$ cat config.mk
export PLATFORM = sky130hd
export DESIGN_NAME = encoder_door_position_tracker
export DESIGN_NICKNAME = d
export VERILOG_FILES = /design/src/sv/edpt_pkg.sv /design/src/sv/edpt_front.sv /design/src/sv/edpt_queue.sv /design/src/sv/edpt_back.sv /design/src/sv/encoder_door_position_tracker.sv
export SDC_FILE = /design/constraint.sdc
export NUM_CORES = 2
export LEC_CHECK = 0
export BUFFER_PORTS_ARGS = -buffer_cell sky130_fd_sc_hd__buf_2
export CAP_MARGIN = 20
export CELL_PAD_IN_SITES_DETAIL_PLACEMENT = 1
export CELL_PAD_IN_SITES_GLOBAL_PLACEMENT = 1
export CORE_MARGIN = 2
export CORE_UTILIZATION = 45
export CTS_CLUSTER_SIZE = 16
export DETAILED_ROUTE_END_ITERATION = 8
export GPL_TIMING_DRIVEN = 1
export PLACE_DENSITY_LB_ADDON = 0.1
export SLEW_MARGIN = 20
export SYNTH_ARGS = -nofsm -noshare
export SYNTH_HDL_FRONTEND = slang
export SYNTH_SLANG_ARGS = --single-unit
export TNS_END_PERCENT = 1
$ cat constraint.sdc
create_clock -name i_clk -period 5.1 [get_ports i_clk]
set_input_delay 1.02 -clock i_clk [delete_from_list [all_inputs] [get_ports i_clk]]
set_output_delay 1.02 -clock i_clk [all_outputs]
set_load 0.01 [all_outputs]
$ cat src/sv/edpt_pkg.sv
// Shared types, codes and tables of the encoder door position tracker.
package edpt_pkg;

    localparam logic [2:0] FN_SAMPLE = 3'd0;
    localparam logic [2:0] FN_TICK   = 3'd1;
    localparam logic [2:0] FN_OPEN   = 3'd2;
    localparam logic [2:0] FN_CLOSE  = 3'd3;
    localparam logic [2:0] FN_CLEAR  = 3'd4;
    localparam logic [2:0] FN_PRIME  = 3'd5;

    localparam logic [1:0] DIR_IDLE = 2'd0;
    localparam logic [1:0] DIR_UP   = 2'd1;
    localparam logic [1:0] DIR_DOWN = 2'd2;

    localparam logic [1:0] INT_NONE  = 2'd0;
    localparam logic [1:0] INT_OPEN  = 2'd1;
    localparam logic [1:0] INT_CLOSE = 2'd2;

    localparam logic [2:0] ST_OPEN    = 3'd0;
    localparam logic [2:0] ST_CLOSED  = 3'd1;
    localparam logic [2:0] ST_OPENING = 3'd2;
    localparam logic [2:0] ST_CLOSING = 3'd3;
    localparam logic [2:0] ST_STOPPED = 3'd4;

    localparam logic [1:0] RETRY_NONE  = 2'd0;
    localparam logic [1:0] RETRY_OPEN  = 2'd1;
    localparam logic [1:0] RETRY_CLOSE = 2'd2;

    localparam logic [1:0] STEP_NONE = 2'd0;
    localparam logic [1:0] STEP_UP   = 2'd1;
    localparam logic [1:0] STEP_DOWN = 2'd2;

    localparam logic [2:0] CFG_REVERSED  = 3'd0;
    localparam logic [2:0] CFG_DRAIN     = 3'd1;
    localparam logic [2:0] CFG_TIMEOUT   = 3'd2;
    localparam logic [2:0] CFG_REV_THR   = 3'd3;
    localparam logic [2:0] CFG_STOP_DLY  = 3'd4;
    localparam logic [2:0] CFG_SUB_STEPS = 3'd5;

    localparam logic [9:0]  DRAIN_RST     = 10'd100;
    localparam logic [15:0] TIMEOUT_RST   = 16'd2000;
    localparam logic [3:0]  REV_THR_RST   = 4'd3;
    localparam logic [15:0] STOP_DLY_RST  = 16'd500;
    localparam logic [3:0]  SUB_STEPS_RST = 4'd4;

    localparam int QUEUE_DEPTH = 2;

    typedef struct packed {
        logic [2:0] func;
        logic       pin_a;
        logic       pin_b;
    } t_req;

    typedef struct packed {
        logic               report_valid;
        logic [2:0]         door_status;
        logic               position_known;
        logic [6:0]         position_pct;
        logic signed [15:0] step_count;
        logic               stop_request;
        logic [1:0]         retry_command;
        logic               save_request;
        logic signed [15:0] low_limit;
        logic signed [15:0] high_limit;
    } t_res;

    typedef struct packed {
        logic        reversed;
        logic [9:0]  drain_period_ms;
        logic [15:0] stopped_timeout_ms;
        logic [3:0]  reversal_threshold;
        logic [15:0] stop_delay_ms;
        logic [3:0]  subcounts_per_step;
    } t_cfg;

    typedef struct packed {
        logic [2:0] func;
        logic [1:0] step;
    } t_cmd;

    typedef enum logic [2:0] {
        BS_IDLE, BS_UPD, BS_PCT, BS_DIV, BS_MOT, BS_WD, BS_STOP, BS_DONE
    } t_bstate;

    // Quadrature transition table, index {previous A, previous B, A, B}.
    function automatic logic signed [1:0] quad_step(input logic [3:0] idx);
        logic signed [1:0] s;
        case (idx)
            4'd1, 4'd7, 4'd8, 4'd14: s = -2'sd1;
            4'd2, 4'd4, 4'd11, 4'd13: s = 2'sd1;
            default: s = 2'sd0;
        endcase
        return s;
    endfunction

endpackage

$ cat src/sv/edpt_front.sv
// Front end: decodes quadrature samples into whole steps and classifies each request.
module edpt_front import edpt_pkg::*; (
    input  logic       i_clk,
    input  logic       i_rst_n,
    input  logic       i_accept,
    input  t_req       i_req,
    input  logic [3:0] i_sub_steps,
    output t_cmd       o_cmd
);

    logic [1:0]        r_prev_pins, n_prev_pins;
    logic signed [4:0] r_acc, n_acc;
    logic [1:0]        pins;
    logic signed [1:0] s;
    logic signed [4:0] acc_sum;
    logic signed [4:0] thr;
    logic              ge, le;

    assign pins    = {i_req.pin_a, i_req.pin_b};
    assign s       = quad_step({r_prev_pins, pins});
    assign acc_sum = r_acc + 5'(s);
    assign thr     = $signed({1'b0, i_sub_steps});
    assign ge      = acc_sum >= thr;
    assign le      = acc_sum <= -thr;

    always_comb begin
        o_cmd.func = i_req.func;
        o_cmd.step = STEP_NONE;
        if (i_req.func == FN_SAMPLE && s != 2'sd0) begin
            if (ge) begin
                o_cmd.step = STEP_UP;
            end else if (le) begin
                o_cmd.step = STEP_DOWN;
            end
        end
    end

    always_comb begin
        n_prev_pins = r_prev_pins;
        n_acc       = r_acc;
        if (i_accept) begin
            case (i_req.func)
                FN_SAMPLE: begin
                    n_prev_pins = pins;
                    if (s != 2'sd0) begin
                        n_acc = (ge || le) ? 5'sd0 : acc_sum;
                    end
                end
                FN_CLEAR: n_acc = 5'sd0;
                FN_PRIME: n_prev_pins = pins;
                default: ;
            endcase
        end
    end

    always_ff @(posedge i_clk) begin
        if (!i_rst_n) begin
            r_prev_pins <= 2'b00;
            r_acc       <= 5'sd0;
        end else begin
            r_prev_pins <= n_prev_pins;
            r_acc       <= n_acc;
        end
    end

endmodule

$ cat src/sv/edpt_queue.sv
// Short command queue between the front end and the back end.
module edpt_queue import edpt_pkg::*; #(
    parameter int DEPTH = QUEUE_DEPTH
) (
    input  logic i_clk,
    input  logic i_rst_n,
    input  logic i_push,
    input  t_cmd i_data,
    output logic o_full,
    input  logic i_pop,
    output logic o_valid,
    output t_cmd o_data
);

    localparam int PW = (DEPTH > 1) ? $clog2(DEPTH) : 1;
    localparam int CW = $clog2(DEPTH + 1);

    t_cmd          r_mem [DEPTH];
    logic [PW-1:0] r_rd, n_rd, r_wr, n_wr;
    logic [CW-1:0] r_cnt, n_cnt;
    logic          do_push, do_pop;

    assign o_full  = r_cnt == CW'(DEPTH);
    assign o_valid = r_cnt != '0;
    assign o_data  = r_mem[r_rd];
    assign do_push = i_push && !o_full;
    assign do_pop  = i_pop && o_valid;

    always_comb begin
        n_rd  = r_rd;
        n_wr  = r_wr;
        n_cnt = r_cnt;
        if (do_push) begin
            n_wr = (r_wr == PW'(DEPTH - 1)) ? '0 : r_wr + 1'b1;
        end
        if (do_pop) begin
            n_rd = (r_rd == PW'(DEPTH - 1)) ? '0 : r_rd + 1'b1;
        end
        if (do_push && !do_pop) begin
            n_cnt = r_cnt + 1'b1;
        end else if (do_pop && !do_push) begin
            n_cnt = r_cnt - 1'b1;
        end
    end

    always_ff @(posedge i_clk) begin
        if (do_push) begin
            r_mem[r_wr] <= i_data;
        end
        if (!i_rst_n) begin
            r_rd  <= '0;
            r_wr  <= '0;
            r_cnt <= '0;
        end else begin
            r_rd  <= n_rd;
            r_wr  <= n_wr;
            r_cnt <= n_cnt;
        end
    end

endmodule

$ cat src/sv/edpt_back.sv
// Back end: sequencer for drains, position, direction, watchdog and calibration.
module edpt_back import edpt_pkg::*; (
    input  logic i_clk,
    input  logic i_rst_n,
    input  t_cfg i_cfg,
    input  logic i_cmd_valid,
    input  t_cmd i_cmd,
    output logic o_cmd_pop,
    input  logic i_out_ready,
    output logic o_res_load,
    output t_res o_res
);

    t_bstate r_state, n_state;

    logic [15:0] r_pend, n_pend, r_applied, n_applied, r_lo, n_lo, r_hi, n_hi;
    logic        r_lo_ok, n_lo_ok, r_hi_ok, n_hi_ok;
    logic [1:0]  r_travel, n_travel, r_last, n_last;
    logic [3:0]  r_revcnt, n_revcnt;
    logic [1:0]  r_intent, n_intent, r_corr_dir, n_corr_dir;
    logic        r_corr_pend, n_corr_pend, r_armed, n_armed;
    logic [15:0] r_ms_step, n_ms_step, r_ms_drain, n_ms_drain, r_cd, n_cd;
    logic [6:0]  r_pos, n_pos;
    logic        r_pos_ok, n_pos_ok;

    logic        r_rep_valid, n_rep_valid, r_stop_fire, n_stop_fire;
    logic        r_save_fire, n_save_fire;
    logic [2:0]  r_rep_state, n_rep_state;
    logic [1:0]  r_retry, n_retry;

    logic [15:0]        r_raw, n_raw;
    logic [16:0]        r_dc, n_dc, r_dop, n_dop;
    logic signed [17:0] r_n, n_n;
    logic [16:0]        r_d, n_d;
    logic [23:0]        r_num, n_num;
    logic [16:0]        r_div, n_div;
    logic [6:0]         r_quo, n_quo;
    logic [2:0]         r_bit, n_bit;
    logic               r_dec, n_dec, r_beyond, n_beyond;

    // Shared conditions
    logic [15:0]        ms_step_inc, ms_drain_inc, delta;
    logic               drain_go, delta_nz, both_ok, cal_ok, wd_go;
    logic signed [16:0] rs, los, his, diff_lo, diff_hi, span;
    logic signed [17:0] n_abs;
    logic [16:0]        span_abs, n17;
    logic [23:0]        trial;
    logic               div_ge;
    logic [1:0]         eff;
    logic [2:0]         motion;
    logic signed [16:0] cur, tc, to_end;
    logic               ac, ao;

    assign ms_step_inc  = (r_ms_step == 16'hFFFF) ? r_ms_step : r_ms_step + 16'd1;
    assign ms_drain_inc = (r_ms_drain == 16'hFFFF) ? r_ms_drain : r_ms_drain + 16'd1;
    assign drain_go     = ms_drain_inc >= {6'd0, i_cfg.drain_period_ms};
    assign delta        = r_raw - r_applied;
    assign delta_nz     = delta != 16'd0;
    assign both_ok      = r_lo_ok && r_hi_ok;
    assign cal_ok       = both_ok && (r_lo != r_hi);
    assign wd_go        = r_armed && (r_ms_step >= i_cfg.stopped_timeout_ms);

    assign rs       = $signed({r_raw[15], r_raw});
    assign los      = $signed({r_lo[15], r_lo});
    assign his      = $signed({r_hi[15], r_hi});
    assign diff_lo  = rs - los;
    assign diff_hi  = rs - his;
    assign span     = his - los;
    assign span_abs = span[16] ? 17'(-span) : 17'(span);
    assign n_abs    = span[16] ? -18'(diff_lo) : 18'(diff_lo);

    assign n17    = r_n[16:0];
    assign trial  = {7'd0, r_div} << r_bit;
    assign div_ge = r_num >= trial;

    assign eff    = (r_travel != DIR_IDLE) ? r_travel : r_last;
    assign motion = (eff == DIR_UP) ? (i_cfg.reversed ? ST_CLOSING : ST_OPENING)
                                    : (i_cfg.reversed ? ST_OPENING : ST_CLOSING);

    assign cur    = $signed({r_applied[15], r_applied});
    assign tc     = i_cfg.reversed ? his : los;
    assign to_end = i_cfg.reversed ? los : his;
    assign ac     = r_dec == !i_cfg.reversed;
    assign ao     = r_dec == i_cfg.reversed;

    // Next state
    always_comb begin
        n_state = r_state;
        case (r_state)
            BS_IDLE: begin
                if (i_cmd_valid) begin
                    if (i_cmd.func == FN_TICK) begin
                        n_state = (drain_go && r_pend != 16'd0) ? BS_UPD : BS_WD;
                    end else begin
                        n_state = BS_DONE;
                    end
                end
            end
            BS_UPD: begin
                if (!delta_nz) begin
                    n_state = BS_WD;
                end else if (cal_ok) begin
                    n_state = BS_PCT;
                end else begin
                    n_state = BS_MOT;
                end
            end
            BS_PCT: begin
                if ((r_dc <= 17'd1 && r_dc <= r_dop) || (r_dop <= 17'd1 && r_dop < r_dc)
                    || r_n <= 18'sd0 || r_n >= $signed({1'b0, r_d})) begin
                    n_state = BS_MOT;
                end else begin
                    n_state = BS_DIV;
                end
            end
            BS_DIV: n_state = (r_bit == 3'd0) ? BS_MOT : BS_DIV;
            BS_MOT: n_state = BS_WD;
            BS_WD: begin
                if (wd_go && !r_corr_pend && both_ok) begin
                    n_state = BS_STOP;
                end else begin
                    n_state = BS_DONE;
                end
            end
            BS_STOP: n_state = BS_DONE;
            BS_DONE: n_state = i_out_ready ? BS_IDLE : BS_DONE;
            default: n_state = BS_IDLE;
        endcase
    end

    // Handshake outputs
    always_comb begin
        o_cmd_pop  = (r_state == BS_IDLE) && i_cmd_valid;
        o_res_load = (r_state == BS_DONE) && i_out_ready;
    end

    always_comb begin
        o_res.report_valid   = r_rep_valid;
        o_res.door_status    = r_rep_state;
        o_res.position_known = r_pos_ok;
        o_res.position_pct   = r_pos_ok ? r_pos : 7'd0;
        o_res.step_count     = $signed(r_applied);
        o_res.stop_request   = r_stop_fire;
        o_res.retry_command  = r_retry;
        o_res.save_request   = r_save_fire;
        o_res.low_limit      = $signed(r_lo);
        o_res.high_limit     = $signed(r_hi);
    end

    // Datapath
    always_comb begin
        n_pend = r_pend; n_applied = r_applied; n_lo = r_lo; n_hi = r_hi;
        n_lo_ok = r_lo_ok; n_hi_ok = r_hi_ok; n_travel = r_travel; n_last = r_last;
        n_revcnt = r_revcnt; n_intent = r_intent; n_corr_dir = r_corr_dir;
        n_corr_pend = r_corr_pend; n_armed = r_armed; n_ms_step = r_ms_step;
        n_ms_drain = r_ms_drain; n_cd = r_cd; n_pos = r_pos; n_pos_ok = r_pos_ok;
        n_rep_valid = r_rep_valid; n_rep_state = r_rep_state;
        n_stop_fire = r_stop_fire; n_save_fire = r_save_fire; n_retry = r_retry;
        n_raw = r_raw; n_dc = r_dc; n_dop = r_dop; n_n = r_n; n_d = r_d;
        n_num = r_num; n_div = r_div; n_quo = r_quo; n_bit = r_bit;
        n_dec = r_dec; n_beyond = r_beyond;
        case (r_state)
            BS_IDLE: begin
                if (i_cmd_valid) begin
                    n_rep_valid = 1'b0;
                    n_rep_state = ST_OPEN;
                    n_stop_fire = 1'b0;
                    n_save_fire = 1'b0;
                    n_retry     = RETRY_NONE;
                    case (i_cmd.func)
                        FN_SAMPLE: begin
                            if (i_cmd.step == STEP_UP) begin
                                n_pend = r_pend + 16'd1;
                            end else if (i_cmd.step == STEP_DOWN) begin
                                n_pend = r_pend - 16'd1;
                            end
                        end
                        FN_TICK: begin
                            if (r_cd != 16'd0) begin
                                n_cd = r_cd - 16'd1;
                                if (r_cd == 16'd1) begin
                                    n_stop_fire = 1'b1;
                                end
                            end
                            n_ms_step  = ms_step_inc;
                            n_ms_drain = ms_drain_inc;
                            if (drain_go) begin
                                n_ms_drain = 16'd0;
                                n_pend     = 16'd0;
                                n_raw      = r_applied + r_pend;
                            end
                        end
                        FN_OPEN:  n_intent = INT_OPEN;
                        FN_CLOSE: n_intent = INT_CLOSE;
                        FN_CLEAR: begin
                            n_pend = 16'd0; n_applied = 16'd0; n_lo = 16'd0; n_hi = 16'd0;
                            n_lo_ok = 1'b0; n_hi_ok = 1'b0; n_travel = DIR_IDLE;
                            n_revcnt = 4'd0; n_intent = INT_NONE; n_corr_pend = 1'b0;
                            n_armed = 1'b0; n_save_fire = 1'b1;
                        end
                        FN_PRIME: n_pend = 16'd0;
                        default: ;
                    endcase
                end
            end
            BS_UPD: begin
                n_applied = r_raw;
                if (delta_nz) begin
                    n_last = delta[15] ? DIR_DOWN : DIR_UP;
                    if (r_travel == DIR_IDLE) begin
                        n_travel = n_last;
                        n_revcnt = 4'd0;
                    end else if (n_last != r_travel) begin
                        n_revcnt = r_revcnt + 4'd1;
                        if (n_revcnt >= i_cfg.reversal_threshold) begin
                            n_travel = n_last;
                            n_revcnt = 4'd0;
                        end
                    end else begin
                        n_revcnt = 4'd0;
                    end
                end
                n_dc  = diff_lo[16] ? 17'(-diff_lo) : 17'(diff_lo);
                n_dop = diff_hi[16] ? 17'(-diff_hi) : 17'(diff_hi);
                n_d   = span_abs;
                n_n   = i_cfg.reversed ? $signed({1'b0, span_abs}) - n_abs : n_abs;
            end
            BS_PCT: begin
                n_pos_ok = 1'b1;
                n_quo    = 7'd0;
                n_bit    = 3'd6;
                n_num    = ({7'd0, n17} << 7) + ({7'd0, n17} << 6) + ({7'd0, n17} << 3)
                           + {7'd0, r_d};
                n_div    = {r_d[15:0], 1'b0};
                if (r_dc <= 17'd1 && r_dc <= r_dop) begin
                    n_pos = i_cfg.reversed ? 7'd100 : 7'd0;
                end else if (r_dop <= 17'd1 && r_dop < r_dc) begin
                    n_pos = i_cfg.reversed ? 7'd0 : 7'd100;
                end else if (r_n <= 18'sd0) begin
                    n_pos = 7'd0;
                end else if (r_n >= $signed({1'b0, r_d})) begin
                    n_pos = 7'd100;
                end
            end
            BS_DIV: begin
                // One quotient bit a cycle, most significant first
                if (div_ge) begin
                    n_num = r_num - trial;
                end
                n_quo = {r_quo[5:0], div_ge};
                n_bit = r_bit - 3'd1;
                if (r_bit == 3'd0) begin
                    n_pos = n_quo;
                end
            end
            BS_MOT: begin
                if (cal_ok) begin
                    if (r_intent != INT_NONE
                        && ((motion == ST_OPENING) != (r_intent == INT_OPEN))) begin
                        n_corr_pend = 1'b1;
                        n_corr_dir  = r_intent;
                        n_intent    = INT_NONE;
                        n_cd        = i_cfg.stop_delay_ms;
                        if (i_cfg.stop_delay_ms == 16'd0) begin
                            n_stop_fire = 1'b1;
                        end
                    end else begin
                        n_rep_valid = 1'b1;
                        n_rep_state = motion;
                    end
                end
                n_ms_step = 16'd0;
                n_armed   = 1'b1;
            end
            BS_WD: begin
                if (wd_go) begin
                    n_armed = 1'b0;
                    if (r_corr_pend) begin
                        n_corr_pend = 1'b0;
                        if (r_corr_dir == INT_OPEN) begin
                            n_retry = RETRY_OPEN;
                        end else if (r_corr_dir == INT_CLOSE) begin
                            n_retry = RETRY_CLOSE;
                        end
                        n_corr_dir = INT_NONE;
                    end else begin
                        n_dec    = r_travel == DIR_DOWN;
                        n_travel = DIR_IDLE;
                        n_revcnt = 4'd0;
                        n_intent = INT_NONE;
                        if (!both_ok) begin
                            // Learn the end we just reached
                            n_save_fire = 1'b1;
                            n_rep_valid = 1'b1;
                            n_pos_ok    = 1'b1;
                            if (n_dec) begin
                                n_lo = r_applied;
                                n_lo_ok = 1'b1;
                            end else begin
                                n_hi = r_applied;
                                n_hi_ok = 1'b1;
                            end
                            if (n_dec != i_cfg.reversed) begin
                                n_rep_state = ST_CLOSED;
                                n_pos = 7'd0;
                            end else begin
                                n_rep_state = ST_OPEN;
                                n_pos = 7'd100;
                            end
                        end else begin
                            n_dc     = (cur - tc) < 0 ? 17'(tc - cur) : 17'(cur - tc);
                            n_dop    = (cur - to_end) < 0 ? 17'(to_end - cur)
                                                          : 17'(cur - to_end);
                            n_beyond = n_dec ? (cur < los) : (cur > his);
                        end
                    end
                end
            end
            BS_STOP: begin
                // Snap or extend a limit, or report a mid-travel stop
                n_rep_valid = 1'b1;
                n_rep_state = ST_STOPPED;
                if ((r_dc <= 17'd1 && r_dc <= r_dop && ac) || (ac && r_beyond
                    && !(r_dop <= 17'd1 && r_dop < r_dc && ao) && !ao)) begin
                    n_rep_state = ST_CLOSED;
                end else if ((r_dop <= 17'd1 && r_dop < r_dc && ao) || (ao && r_beyond)) begin
                    n_rep_state = ST_OPEN;
                end else if (ac && r_beyond) begin
                    n_rep_state = ST_CLOSED;
                end
                if (n_rep_state != ST_STOPPED) begin
                    n_save_fire = 1'b1;
                    n_pos_ok    = 1'b1;
                    n_pos       = (n_rep_state == ST_OPEN) ? 7'd100 : 7'd0;
                    if (r_dec) begin
                        n_lo = r_applied;
                    end else begin
                        n_hi = r_applied;
                    end
                end
            end
            default: ;
        endcase
    end

    always_ff @(posedge i_clk) begin
        r_raw <= n_raw; r_dc <= n_dc; r_dop <= n_dop; r_n <= n_n; r_d <= n_d;
        r_num <= n_num; r_div <= n_div; r_quo <= n_quo; r_bit <= n_bit;
        r_dec <= n_dec; r_beyond <= n_beyond; r_rep_state <= n_rep_state;
        r_retry <= n_retry;
        if (!i_rst_n) begin
            r_state <= BS_IDLE;
            r_pend <= 16'd0; r_applied <= 16'd0; r_lo <= 16'd0; r_hi <= 16'd0;
            r_lo_ok <= 1'b0; r_hi_ok <= 1'b0; r_travel <= DIR_IDLE; r_last <= DIR_IDLE;
            r_revcnt <= 4'd0; r_intent <= INT_NONE; r_corr_dir <= INT_NONE;
            r_corr_pend <= 1'b0; r_armed <= 1'b0; r_ms_step <= 16'd0;
            r_ms_drain <= 16'd0; r_cd <= 16'd0; r_pos <= 7'd0; r_pos_ok <= 1'b0;
            r_rep_valid <= 1'b0; r_stop_fire <= 1'b0; r_save_fire <= 1'b0;
        end else begin
            r_state <= n_state;
            r_pend <= n_pend; r_applied <= n_applied; r_lo <= n_lo; r_hi <= n_hi;
            r_lo_ok <= n_lo_ok; r_hi_ok <= n_hi_ok; r_travel <= n_travel; r_last <= n_last;
            r_revcnt <= n_revcnt; r_intent <= n_intent; r_corr_dir <= n_corr_dir;
            r_corr_pend <= n_corr_pend; r_armed <= n_armed; r_ms_step <= n_ms_step;
            r_ms_drain <= n_ms_drain; r_cd <= n_cd; r_pos <= n_pos; r_pos_ok <= n_pos_ok;
            r_rep_valid <= n_rep_valid; r_stop_fire <= n_stop_fire;
            r_save_fire <= n_save_fire;
        end
    end

endmodule

$ cat src/sv/encoder_door_position_tracker.sv
// Top level: encoder door position tracker with queue-style request and result ports.
// Requests are taken while the command queue has room; the back-end sequencer handles one
//   command at a time and waits while the result register is full. Its divider for the
//   position percent makes one bit a cycle (7 steps).
// Reset (i_rst_n low at a clock edge) empties the queues, loads the register defaults
//   and clears all tracking state; no clearing pass is needed.
module encoder_door_position_tracker import edpt_pkg::*; #(
    parameter int QDEPTH = QUEUE_DEPTH
) (
    input  logic        i_clk,
    input  logic        i_rst_n,
    input  logic        push,
    output logic        full,
    input  t_req        i_req,
    output logic        empty,
    input  logic        pop,
    output t_res        o_res,
    input  logic        i_cfg_we,
    input  logic [2:0]  i_cfg_idx,
    input  logic [15:0] i_cfg_data
);

    t_cfg r_cfg;
    t_cmd front_cmd, q_cmd;
    t_res back_res, r_out;
    logic q_full, q_valid, q_pop, accept;
    logic r_out_valid, out_ready, res_load;

    // A request is taken whenever the command queue has room
    assign full   = q_full;
    assign accept = push && !q_full;

    // Configuration registers; writes must arrive only while the block is idle (the block itself does not enforce it)
    always_ff @(posedge i_clk) begin
        if (!i_rst_n) begin
            r_cfg.reversed           <= 1'b0;
            r_cfg.drain_period_ms    <= DRAIN_RST;
            r_cfg.stopped_timeout_ms <= TIMEOUT_RST;
            r_cfg.reversal_threshold <= REV_THR_RST;
            r_cfg.stop_delay_ms      <= STOP_DLY_RST;
            r_cfg.subcounts_per_step <= SUB_STEPS_RST;
        end else if (i_cfg_we) begin
            case (i_cfg_idx)
                CFG_REVERSED:  r_cfg.reversed           <= i_cfg_data[0];
                CFG_DRAIN:     r_cfg.drain_period_ms    <= i_cfg_data[9:0];
                CFG_TIMEOUT:   r_cfg.stopped_timeout_ms <= i_cfg_data;
                CFG_REV_THR:   r_cfg.reversal_threshold <= i_cfg_data[3:0];
                CFG_STOP_DLY:  r_cfg.stop_delay_ms      <= i_cfg_data;
                CFG_SUB_STEPS: r_cfg.subcounts_per_step <= i_cfg_data[3:0];
                default: ;
            endcase
        end
    end

    // Front end: decode encoder transitions, classify the request
    edpt_front u_front (
        .i_clk       (i_clk),
        .i_rst_n     (i_rst_n),
        .i_accept    (accept),
        .i_req       (i_req),
        .i_sub_steps (r_cfg.subcounts_per_step),
        .o_cmd       (front_cmd)
    );

    // Decouple the front end from the multi-cycle back end
    edpt_queue #(.DEPTH(QDEPTH)) u_queue (
        .i_clk   (i_clk),
        .i_rst_n (i_rst_n),
        .i_push  (accept),
        .i_data  (front_cmd),
        .o_full  (q_full),
        .i_pop   (q_pop),
        .o_valid (q_valid),
        .o_data  (q_cmd)
    );

    // Back end: drain, position, direction, stop handling and calibration
    edpt_back u_back (
        .i_clk       (i_clk),
        .i_rst_n     (i_rst_n),
        .i_cfg       (r_cfg),
        .i_cmd_valid (q_valid),
        .i_cmd       (q_cmd),
        .o_cmd_pop   (q_pop),
        .i_out_ready (out_ready),
        .o_res_load  (res_load),
        .o_res       (back_res)
    );

    // Result register: hold the oldest result until popped, refill in the same cycle
    assign out_ready = !r_out_valid || pop;
    assign empty     = !r_out_valid;
    assign o_res     = r_out;

    always_ff @(posedge i_clk) begin
        if (res_load) begin
            r_out <= back_res;
        end
        if (!i_rst_n) begin
            r_out_valid <= 1'b0;
        end else if (res_load) begin
            r_out_valid <= 1'b1;
        end else if (pop) begin
            r_out_valid <= 1'b0;
        end
    end

endmodule

==> out/qor.csv <==
metric,value,unit
status,completed,
Congestion Overflow GR,0,
clk root buf,clkbuf_16,
dpl cell area,34300,um^2
Yosys top cell area share,0.201,
final hold vios,0,
starting density of the core,0.456,
die area,73400,um^2
top post-synthesis cells by count,"355 x ha_1, 341 x nand2_1, 291 x nor2_1, 289 x a21oi_1, 267 x inv_1",
DRC Markers,0,
antenna violations before repair,4,
Placed Instances,4712,
number of distinct library cells after synthesis,97,
Avg Inst Size Synth,8.74,um^2
WP data arrival,5.28,ns
core footprint,70300,um^2
post-layout minimum cycle time,4.92,ns
Mapped Area,32100,um^2
buffers added on ports,94,
TritonCTS buffer count,51,
CP max-delay cell,or4b_2,
TritonCTS clock tree,done,
Worst Path Required,5.46,ns
dpl hpwl,88200,um
Layout Area Growth over Synthesis,13.0,%
post-synthesis register bit count,421,
share of layout cells above drive strength 1,0.108,
r2r setup slk,0.18,ns
clock slew at reported path FFs,0.06,ns
most frequent cell after synthesis,ha_1,
CP Capture Type,register,
# fillers,8180,
Max stage delay on crit path,0.64,ns
"area leader, netlist",edfxtp_1,
post-synthesis async set-or-reset flop share,0,
min-delay worst type,register to register,
Slew HR,0.264,
sequential share of the synthesized area,0.330,
"EDFF count, synth",215,
Die X,271,um
GP Congestion,0.977,
Slew @ Worst Pin,1.09,ns
RSZ-0062 raised after global routing,yes,
top_reg_cell synth,edfxtp_1,
Via Count,28800,
Clock Latency Late Sink,0.62,ns
antenna diode count,0,
design area,36200,um^2
ANT nets after route,0,
height of the die,271,um
Total GRT Usage,0.303,
peak fanout along the critical path,6,
Total Nets Final,4250,
largest net degree at the start of global routing,77,
Slew Limit Fails,0,
Max Fclk,0.203,GHz
Pwr Total,18700,uW
Leakage,0.0154,uW
worst path cell trace,"buf_4, ha_1, fa_2, ha_4, nand3b_1, mux2i_2, nand4b_1, nor2_2, nand3_1, nor2_2, nand2_1, or3_1, nor3_2, ha_1, nand2_1, o21ai_0, ha_2, or4b_2, o32ai_2, xor2_1",
Max Cap Viol,0,
final worst-path cycle share,0.965,
vias per cell,5.98,
H-tree depth,2,
Setup Skew,0.0279,ns
Area contributors post-synth,"edfxtp_1 20%, ha_1 14%, dfxtp_1 13%",
first-pass GRT wire length,175000,um
DRT iter0 DRCs,1967,
Layout Cells excl Fill,4812,
Worst IR Drop VDD,0.269,mV
PwrDens,515,nW/um^2
Initial DRT Pass Iterations,5,
Ys Warns,0,
CP Launch Type,register,
critical path class,register to register,
final wirelength,114000,um
net count after synthesis,4090,
Post-Syn Instances,3670,
clock buffer depth,3,
drt wl/cell,23.6,um
number of global-route vias before repair,30100,
CTS Sinks,421,
endpoints failing setup,0,
# rows,97,
I/O pins,95,
placed cells by master (no fill, tap or decap), types with 32 or more instances in the layout:
cell type,count
a21boi_0,47
a21o_1,93
a21oi_1,282
a31oi_1,37
and3_1,32
buf_2,93
buf_4,140
clkbuf_16,52
dfxtp_1,204
edfxtp_1,215
fa_1,35
ha_1,353
inv_1,266
mux2i_1,60
nand2_1,341
nand2b_1,57
nand3_1,133
nand4_1,38
nor2_1,287
nor2b_1,53
nor3_1,56
o211ai_1,35
o21a_1,42
o21ai_0,220
xnor2_1,131
xor2_1,86
final timing paths:
kind,startpoint,to,cells past startpoint
worst max-delay path,u_back.r_lo[0]$_SDFFE_PN0P_,u_back.r_n[17]$_DFFE_PP_,20
worst min-delay path,u_back.r_rep_state[1]$_SDFFCE_PN0P_,o_res[61]$_DFFE_PP_,0
worst max register to register,u_back.r_lo[0]$_SDFFE_PN0P_,u_back.r_n[17]$_DFFE_PP_,20
worst min register to register,u_back.r_rep_state[1]$_SDFFCE_PN0P_,o_res[61]$_DFFE_PP_,0
layer usage:
metal  part of all wire  up-vias  global-route usage
met4              0.032        2               0.101
met5           0.000088        -                   0
met2               0.47      783               0.511
met3              0.060      187              0.0425
li1                   -    13500                   -
met1               0.43    14300               0.398
cell type report:
type | instances | area, um^2 | share of cell area
Tap cell | 940 | 1180 | 0.0325
Inverter | 270 | 1010 | 0.0280
Timing Repair Buffer | 237 | 1600 | 0.0441
Multi-Input combinational cell | 2849 | 20100 | 0.556
Sequential cell | 421 | 10600 | 0.292
Clock inverter | 21 | 241 | 0.00667
Clock buffer | 74 | 1460 | 0.0404
worst max-delay path, delay by kind of cell (launching register included):
family | cells | cell delay [ns]
XOR/XNOR | 1 | 0.11
AO/OA/AOI/OAI | 2 | 0.28
flip-flops | 1 | 0.31
multiplexers | 1 | 0.23
adder cells (fa/ha/maj) | 5 | 1.46
buffers and inverters | 1 | 0.16
AND/OR/NAND/NOR | 10 | 2.13
registers in the layout, summed over array words and instances (netlist names), 17 cells and up, named ones only:
register	cells
u_back.r_d	17
u_back.r_num	24
o_res	64
u_back.r_n	18
u_back.r_dop	17
r_cfg	51
u_back.r_dc	17
stage by stage:
step	hold slack, ns	setup WS [ns]	TNS [ns]	utilization
after global routing	0.450	-0.105	-0.122	0.515
final	0.456	0.180	0	0.515
after global placement	0.446	0.0893	0	0.489
after floorplan	0.400	0.00666	0	-
after CTS	0.457	-0.0256	-0.0256	0.513
after detailed placement	0.450	-0.114	-0.170	0.489
kinds of logic after synthesis:
kind of cell,share of synthesized area
compound gates,0.193
xor+xnor,0.0598
fa+ha+maj,0.161
buf+inv,0.0472
flops,0.330
mux,0.0306
simple gates,0.178
power by group:
group          internal [uW]  leakage [uW]  switching [uW]  total (uW)
Clock                   2200      0.000829            1580        3780
Sequential              4390       0.00366             480        4870
Combinational           3920        0.0109            6100       10000
what timing repair did:
item,CTS,global route
setup buffers,0,5
pin swaps,0,10
hold buffers,0,0
gates cloned,0,0
resized for setup,3,30
setup endpoints to repair,3,10
Note: power is estimated with default switching activity, not from simulation.
